File: src/hw/rtl/rhsl_pkg.sv
`timescale 1ns / 1ps

package rhsl_pkg;

	// quotient bits per divide, one per cell
	localparam int QUO_W = 16;
	// partial remainder and divisor width (divisor is at most 510)
	localparam int REM_W = 9;
	// numerator width seen by a divide lane
	localparam int NUM_W = QUO_W + REM_W;
	localparam int LIG_W = 16;
	localparam int HUE_W = 15;

	// one full turn in hue units (360 degrees times 64)
	localparam logic [QUO_W-1:0] HUE_FULL = 16'd23040;

	// hue sector of the largest channel, as a multiple of two sixths of a turn
	localparam logic [1:0] SEC_RED      = 2'd0;
	localparam logic [1:0] SEC_GREEN    = 2'd1;
	localparam logic [1:0] SEC_BLUE     = 2'd2;
	localparam logic [1:0] SEC_RED_WRAP = 2'd3;

	// restoring divide lane: numerator bits shift out the top of bits,
	// quotient bits shift in at the bottom
	typedef struct packed {
		logic [REM_W-1:0] rem;
		logic [REM_W-1:0] den;
		logic [QUO_W-1:0] bits;
	} lane_t;

	// data that rides along the divide chain untouched
	typedef struct packed {
		logic             gray;
		logic [LIG_W-1:0] lig;
	} side_t;

endpackage

File: src/hw/rtl/rhsl_front.sv
`timescale 1ns / 1ps

module rhsl_front import rhsl_pkg::*; (
	input  logic       clk,
	input  logic       arst_n,
	input  logic       in_valid,
	input  logic [7:0] red,
	input  logic [7:0] green,
	input  logic [7:0] blue,
	output logic       out_valid,
	output lane_t      out_sat,
	output lane_t      out_hue,
	output side_t      out_side
);

	// stage 1: max, min, sector and channel difference
	logic              red_max, green_max;
	logic [7:0]        mx_c, mn_c;
	logic [1:0]        sec_c;
	logic signed [8:0] diff_c;

	logic              valid_s1;
	logic [7:0]        mx_s1, mn_s1;
	logic [1:0]        sec_s1;
	logic signed [8:0] diff_s1;

	always_comb begin
		red_max   = (red >= green) && (red >= blue);
		green_max = !red_max && (green >= blue);
		if (red_max) begin
			mx_c   = red;
			sec_c  = (green < blue) ? SEC_RED_WRAP : SEC_RED;
			diff_c = $signed({1'b0, green}) - $signed({1'b0, blue});
		end else if (green_max) begin
			mx_c   = green;
			sec_c  = SEC_GREEN;
			diff_c = $signed({1'b0, blue}) - $signed({1'b0, red});
		end else begin
			mx_c   = blue;
			sec_c  = SEC_BLUE;
			diff_c = $signed({1'b0, red}) - $signed({1'b0, green});
		end
		if ((red <= green) && (red <= blue)) begin
			mn_c = red;
		end else if (green <= blue) begin
			mn_c = green;
		end else begin
			mn_c = blue;
		end
	end

	always_ff @(posedge clk or negedge arst_n) begin
		if (!arst_n) begin
			valid_s1 <= 1'b0;
		end else begin
			valid_s1 <= in_valid;
		end
	end

	always_ff @(posedge clk) begin
		mx_s1   <= mx_c;
		mn_s1   <= mn_c;
		sec_s1  <= sec_c;
		diff_s1 <= diff_c;
	end

	// stage 2: delta, sum and the sector value scaled by delta
	logic [7:0]  delta_c;
	logic [8:0]  sum_c;
	logic [10:0] kd_c, m_c;

	logic        valid_s2;
	logic [7:0]  delta_s2;
	logic [8:0]  sum_s2;
	logic [10:0] m_s2;

	always_comb begin
		delta_c = mx_s1 - mn_s1;
		sum_c   = {1'b0, mx_s1} + {1'b0, mn_s1};
		case (sec_s1)
			SEC_GREEN:    kd_c = {2'b0, delta_c, 1'b0};
			SEC_BLUE:     kd_c = {1'b0, delta_c, 2'b0};
			SEC_RED_WRAP: kd_c = {1'b0, delta_c, 2'b0} + {2'b0, delta_c, 1'b0};
			default:      kd_c = 11'd0;
		endcase
		// never negative: the sector offset covers the signed difference
		m_c = kd_c + {{2{diff_s1[8]}}, diff_s1};
	end

	always_ff @(posedge clk or negedge arst_n) begin
		if (!arst_n) begin
			valid_s2 <= 1'b0;
		end else begin
			valid_s2 <= valid_s1;
		end
	end

	always_ff @(posedge clk) begin
		delta_s2 <= delta_c;
		sum_s2   <= sum_c;
		m_s2     <= m_c;
	end

	// stage 3: divide operands with the half-up rounding folded in
	logic [7:0]       den_c;
	logic [NUM_W-1:0] sat_num_c, hue_num_c;
	logic [16:0]      lig_c;

	logic             valid_s3;
	lane_t            sat_s3, hue_s3;
	side_t            side_s3;

	always_comb begin
		den_c = (sum_s2 < 9'd255) ? sum_s2[7:0] : 8'(9'd510 - sum_s2);
		// 2*65535*delta + den over 2*den
		sat_num_c = {delta_s2, 17'd0} - {16'd0, delta_s2, 1'b0} + {17'd0, den_c};
		// 2*3840*m + delta over 2*delta
		hue_num_c = {1'b0, m_s2, 13'd0} - {5'd0, m_s2, 9'd0} + {17'd0, delta_s2};
		// (sum*257 + 1) / 2
		lig_c = {sum_s2, 8'd0} + {8'd0, sum_s2} + 17'd1;
	end

	always_ff @(posedge clk or negedge arst_n) begin
		if (!arst_n) begin
			valid_s3 <= 1'b0;
		end else begin
			valid_s3 <= valid_s2;
		end
	end

	always_ff @(posedge clk) begin
		sat_s3.rem   <= sat_num_c[NUM_W-1:QUO_W];
		sat_s3.bits  <= sat_num_c[QUO_W-1:0];
		sat_s3.den   <= {den_c, 1'b0};
		hue_s3.rem   <= hue_num_c[NUM_W-1:QUO_W];
		hue_s3.bits  <= hue_num_c[QUO_W-1:0];
		hue_s3.den   <= {delta_s2, 1'b0};
		side_s3.gray <= (delta_s2 == 8'd0);
		side_s3.lig  <= lig_c[16:1];
	end

	assign out_valid = valid_s3;
	assign out_sat   = sat_s3;
	assign out_hue   = hue_s3;
	assign out_side  = side_s3;

endmodule

File: src/hw/rtl/rhsl_cell.sv
`timescale 1ns / 1ps

module rhsl_cell import rhsl_pkg::*; (
	input  logic  clk,
	input  logic  arst_n,
	input  logic  in_valid,
	input  lane_t in_sat,
	input  lane_t in_hue,
	input  side_t in_side,
	output logic  out_valid,
	output lane_t out_sat,
	output lane_t out_hue,
	output side_t out_side
);

	// one restoring step: bring down a numerator bit, subtract if it fits
	function automatic lane_t div_step(input lane_t l);
		logic [REM_W:0] trial;
		logic           fits;
		lane_t          r;
		trial  = {l.rem, l.bits[QUO_W-1]};
		fits   = (trial >= {1'b0, l.den});
		r.den  = l.den;
		r.rem  = fits ? REM_W'(trial - {1'b0, l.den}) : trial[REM_W-1:0];
		r.bits = {l.bits[QUO_W-2:0], fits};
		return r;
	endfunction

	logic  valid_q;
	lane_t sat_q, hue_q;
	side_t side_q;

	always_ff @(posedge clk or negedge arst_n) begin
		if (!arst_n) begin
			valid_q <= 1'b0;
		end else begin
			valid_q <= in_valid;
		end
	end

	always_ff @(posedge clk) begin
		sat_q  <= div_step(in_sat);
		hue_q  <= div_step(in_hue);
		side_q <= in_side;
	end

	assign out_valid = valid_q;
	assign out_sat   = sat_q;
	assign out_hue   = hue_q;
	assign out_side  = side_q;

endmodule

File: src/hw/rtl/rgb_to_hsl_converter.sv
`timescale 1ns / 1ps

// channel   dir  handshake     payload
// pixel     in   start / busy  red[7:0] green[7:0] blue[7:0]
// color     out  done          hue[14:0] saturation[15:0] lightness[15:0]
//
// A word is taken on every cycle with start high; busy stays low.
// Each result passes through 3 front stages, 16 divide cells
// (one quotient bit each for saturation and hue), and the output
// register. Reset clears only the valid bits of the chain.
// There is no stall path: done is a one-cycle strobe.

module rgb_to_hsl_converter import rhsl_pkg::*; (
	input  logic              clk,
	input  logic              arst_n,
	input  logic              start,
	output logic              busy,
	input  logic [7:0]        red,
	input  logic [7:0]        green,
	input  logic [7:0]        blue,
	output logic              done,
	output logic [HUE_W-1:0]  hue,
	output logic [QUO_W-1:0]  saturation,
	output logic [LIG_W-1:0]  lightness
);

	localparam int LATENCY = QUO_W + 4;

	logic  valid_c [QUO_W+1];
	lane_t sat_c   [QUO_W+1];
	lane_t hue_c   [QUO_W+1];
	side_t side_c  [QUO_W+1];

	rhsl_front u_front (
		.clk       (clk),
		.arst_n    (arst_n),
		.in_valid  (start),
		.red       (red),
		.green     (green),
		.blue      (blue),
		.out_valid (valid_c[0]),
		.out_sat   (sat_c[0]),
		.out_hue   (hue_c[0]),
		.out_side  (side_c[0])
	);

	for (genvar i = 0; i < QUO_W; i++) begin : g_cell
		rhsl_cell u_cell (
			.clk       (clk),
			.arst_n    (arst_n),
			.in_valid  (valid_c[i]),
			.in_sat    (sat_c[i]),
			.in_hue    (hue_c[i]),
			.in_side   (side_c[i]),
			.out_valid (valid_c[i+1]),
			.out_sat   (sat_c[i+1]),
			.out_hue   (hue_c[i+1]),
			.out_side  (side_c[i+1])
		);
	end

	// wrap a full turn, zero hue and saturation for gray
	logic [QUO_W-1:0] hue_q_c;
	logic [HUE_W-1:0] hue_c_w;

	always_comb begin
		hue_q_c = hue_c[QUO_W].bits;
		hue_c_w = (hue_q_c >= HUE_FULL) ? HUE_W'(hue_q_c - HUE_FULL) : hue_q_c[HUE_W-1:0];
	end

	logic             done_q;
	logic [HUE_W-1:0] hue_q;
	logic [QUO_W-1:0] sat_q;
	logic [LIG_W-1:0] lig_q;

	always_ff @(posedge clk or negedge arst_n) begin
		if (!arst_n) begin
			done_q <= 1'b0;
		end else begin
			done_q <= valid_c[QUO_W];
		end
	end

	always_ff @(posedge clk) begin
		hue_q <= side_c[QUO_W].gray ? '0 : hue_c_w;
		sat_q <= side_c[QUO_W].gray ? '0 : sat_c[QUO_W].bits;
		lig_q <= side_c[QUO_W].lig;
	end

	assign busy       = 1'b0;
	assign done       = done_q;
	assign hue        = hue_q;
	assign saturation = sat_q;
	assign lightness  = lig_q;

	a_latency: assert property (@(posedge clk) disable iff (!arst_n)
		start |-> ##LATENCY done)
		else $error("pixel did not produce a result after the pipeline latency");

	a_hue_range: assert property (@(posedge clk) disable iff (!arst_n)
		done |-> (hue < HUE_W'(HUE_FULL)))
		else $error("hue not wrapped below a full turn");

	a_black: assert property (@(posedge clk) disable iff (!arst_n)
		(done && (lightness == '0)) |-> ((saturation == '0) && (hue == '0)))
		else $error("black pixel gave nonzero hue or saturation");

endmodule

File: config.mk
export PLATFORM = sky130hd
export DESIGN_NAME = rgb_to_hsl_converter
export DESIGN_NICKNAME = d
export VERILOG_FILES = /design/src/hw/rtl/rhsl_pkg.sv /design/src/hw/rtl/rhsl_front.sv /design/src/hw/rtl/rhsl_cell.sv /design/src/hw/rtl/rgb_to_hsl_converter.sv
export SDC_FILE = /design/constraint.sdc
export NUM_CORES = 2
export LEC_CHECK = 0
export BUFFER_PORTS_ARGS = -buffer_cell sky130_fd_sc_hd__buf_2
export CAP_MARGIN = 20
export CORE_MARGIN = 2
export CORE_UTILIZATION = 53
export DETAILED_ROUTE_END_ITERATION = 6
export GPL_TIMING_DRIVEN = 0
export PLACE_DENSITY_LB_ADDON = 0.1
export RECOVER_POWER = 25
export SETUP_SLACK_MARGIN = 0.02
export SLEW_MARGIN = 20
export SYNTH_ARGS = -nofsm -noshare
export SYNTH_HDL_FRONTEND = slang
export SYNTH_SLANG_ARGS = --single-unit
File: constraint.sdc
create_clock -name clk -period 10.11 [get_ports clk]
set_input_delay 1.011 -clock clk [delete_from_list [all_inputs] [get_ports clk]]
set_output_delay 1.011 -clock clk [all_outputs]
set_load 0.01 [all_outputs]
==> impl_metrics.json <==
{
  "status": "finished, final reports clean",
  "drv_slew": 0,
  "r2r_cells": 18,
  "clockRootBuffer": "clkbuf_16",
  "vias": 26200,
  "nNetsFinal": 4628,
  "fillerInstances": 7087,
  "htree_num_levels": 4,
  "final_cell_mix": "dfxtp_1, inv_1, ha_1",
  "rsz0062_at_grt": "no",
  "route.detailed.drc": 0,
  "max_cap_violations": 0,
  "clock_sinks": 1419,
  "fmax_mhz": 218,
  "route.antenna.remaining_nets": 0,
  "start_kind": "flop",
  "r2r_slack_ns": 5.52,
  "postSynthCellCount": 4022,
  "dp_worst_setup_slack_ns": 5.54,
  "setup_tns_ns": 0,
  "postSynth.asyncResetShare": 0.0141,
  "wl_met1_mm": 34.4,
  "place_hpwl_mm": 54.3,
  "core-area_um2": 86800,
  "post-route-period-util": 0.454,
  "postLayoutCellArea_um2": 53000,
  "num_rows": 108,
  "initial_core_util": 0.535,
  "grt_pass1_vias": 26100,
  "final.setup.worst_slack_ns": 5.52,
  "ys_ff_latch": 1419,
  "post-route-min-period_ns": 4.59,
  "dr_wl_met2_mm": 35.1,
  "regToRegStartpoint": "u_front.mx_s1[0]",
  "drt_iter0_markers": 1124,
  "area_growth_pct": 14.2,
  "wl_met3_mm": 2.64,
  "cts.repair.resized": 0,
  "yosysWarnings": 0,
  "hold_buffers": 0,
  "wirelength_mm": 74.3,
  "critPathMaxFanout": 7,
  "track_usage": 0.169,
  "synth_edf_count": 0,
  "cp_data_arrival_time_ns": 5.20,
  "synthesis.area_um2": 46400,
  "postCtsSetupBuffers": 0,
  "via_per_inst": 4.76,
  "topRoutingLayerUsed": "met4",
  "diodes": 0,
  "overflow": 0,
  "cts_buffers": 136,
  "firstDrtPassIters": 5,
  "end_kind": "flop",
  "die_h_um": 300,
  "placed_area_um2": 48200,
  "final_common_cell": "dfxtp_1",
  "die_x_um": 300,
  "gp_congestion": 0.860,
  "avgSynthCellArea_um2": 11.5,
  "max-clock-path-buffers": 3,
  "synth_seq_area_share": 0.614,
  "finalSetupViolations": 0,
  "dieArea_um2": 90000,
  "hold_class": "in -> async",
  "insertion_delay_ns": 0.72,
  "cts_tree": "built",
  "clk_pin_slew_ns": 0.06,
  "grt_pass1_wl_mm": 124,
  "grt_antenna_before_repair": 4,
  "skew_ns": 0.0386,
  "grt_max_degree": 21,
  "boundaryPins": 76,
  "cp_data_required_time_ns": 10.72,
  "final_hold_viol_count": 0,
  "port_buffers": 74,
  "tightest_slew_ns": 0.801,
  "avgRoutedWirePerCell_um": 13.5,
  "path_class": "reg -> reg",
  "startpoint": "u_front.mx_s1[0]",
  "drive_gt1_frac": 0.0915,
  "yosysUniqueCellTypes": 75,
  "slew_headroom": 0.462,
  "timing.rr.end": "u_front.m_s2[10]",
  "synth_ff_type": "dfxtp_1"
}
[critical path, stage by stage, from the launching register on]
cell	delay, ns
dfxtp_1	0.31
inv_1	0.05
ha_1	0.14
inv_1	0.05
fa_1	0.47
a211oi_4	0.40
o21ai_1	0.12
a21oi_1	0.19
xnor2_1	0.31
inv_1	0.17
ha_1	0.36
xnor2_1	0.14
a21oi_1	0.18
o22ai_1	0.12
ha_1	0.24
o41ai_1	0.63
a21oi_1	0.16
o31a_1	0.27
xor2_1	0.16
[flip-flops by register name, summed over array words and instances (netlist names), 9 cells and up]
name,count
hue,15
g_cell.u_cell.out_sat,496
g_cell.u_cell.out_hue,452
u_front.out_sat,32
u_front.diff_s1,9
u_front.m_s2,11
u_front.out_side,17
g_cell.u_cell.out_side,272
lightness,16
u_front.out_hue,29
saturation,16
g_cell.u_cell.out_valid,16
[cell families after synthesis]
family          synth area share
flops                      0.614
simple gates              0.0835
compound gates            0.0966
buf+inv                   0.0370
fa+ha+maj                  0.105
xor+xnor                  0.0423
mux                       0.0216
other cells            0.0000808
[synth_stat cells (all sizes together) (21+ instances only)]
cell | instances | area share
nor2b | 161 | 0.022
a21o | 110 | 0.018
mux2 | 59 | 0.014
nand2 | 64 | 0.0052
ha | 329 | 0.089
nor3 | 36 | 0.0039
clkbuf | 48 | 0.0039
o21a | 21 | 0.0034
xnor2 | 164 | 0.031
nand3 | 21 | 0.0023
dfxtp | 1399 | 0.60
a21oi | 303 | 0.033
nand2b | 105 | 0.014
nor2 | 276 | 0.022
xor2 | 60 | 0.011
fa | 37 | 0.016
mux2i | 34 | 0.0073
o21ai | 123 | 0.013
nand4 | 66 | 0.0089
inv | 382 | 0.031
o31ai | 58 | 0.0095
[per-layer routing]
| layer | GRT usage | up-vias |
|---|---|---|
| li1 | - | 13800 |
| met3 | 0.0346 | 162 |
| met4 | 0.0655 | 0 |
| met1 | 0.209 | 11800 |
| met5 | 0 | - |
| met2 | 0.290 | 380 |
[area by class of cell]
cell class / count / area [um2] / area share
Buffer: 65 / 278 / 0.00524
Clock inverter: 51 / 806 / 0.0152
Inverter: 383 / 1440 / 0.0271
Clock buffer: 190 / 3960 / 0.0747
Timing Repair Buffer: 74 / 370 / 0.00699
Tap cell: 1155 / 1450 / 0.0273
Multi-Input combinational cell: 2156 / 16200 / 0.306
Sequential cell: 1419 / 28500 / 0.538
[stage by stage]
step                      utilization  hold slack [ns]  cells
after global placement          0.556            0.310   5252
after CTS                       0.611            0.180   5493
after floorplan                     -            0.310   4023
final                           0.611            0.227   5493
after global routing            0.611            0.213   5493
after detailed placement        0.556            0.312   5252
[how the worst max path moves through the flow]
stage                  endpoint
6_report       u_front.m_s2[10]
2_1_floorplan  u_front.m_s2[10]
4_1_cts        u_front.m_s2[10]
3_3_place_gp   u_front.m_s2[10]
3_5_place_dp   u_front.m_s2[10]
5_1_grt        u_front.m_s2[10]
Power is left out: the tool's default activity adds up to more than one toggle a clock period on the data nets, which glitch-free logic cannot reach.
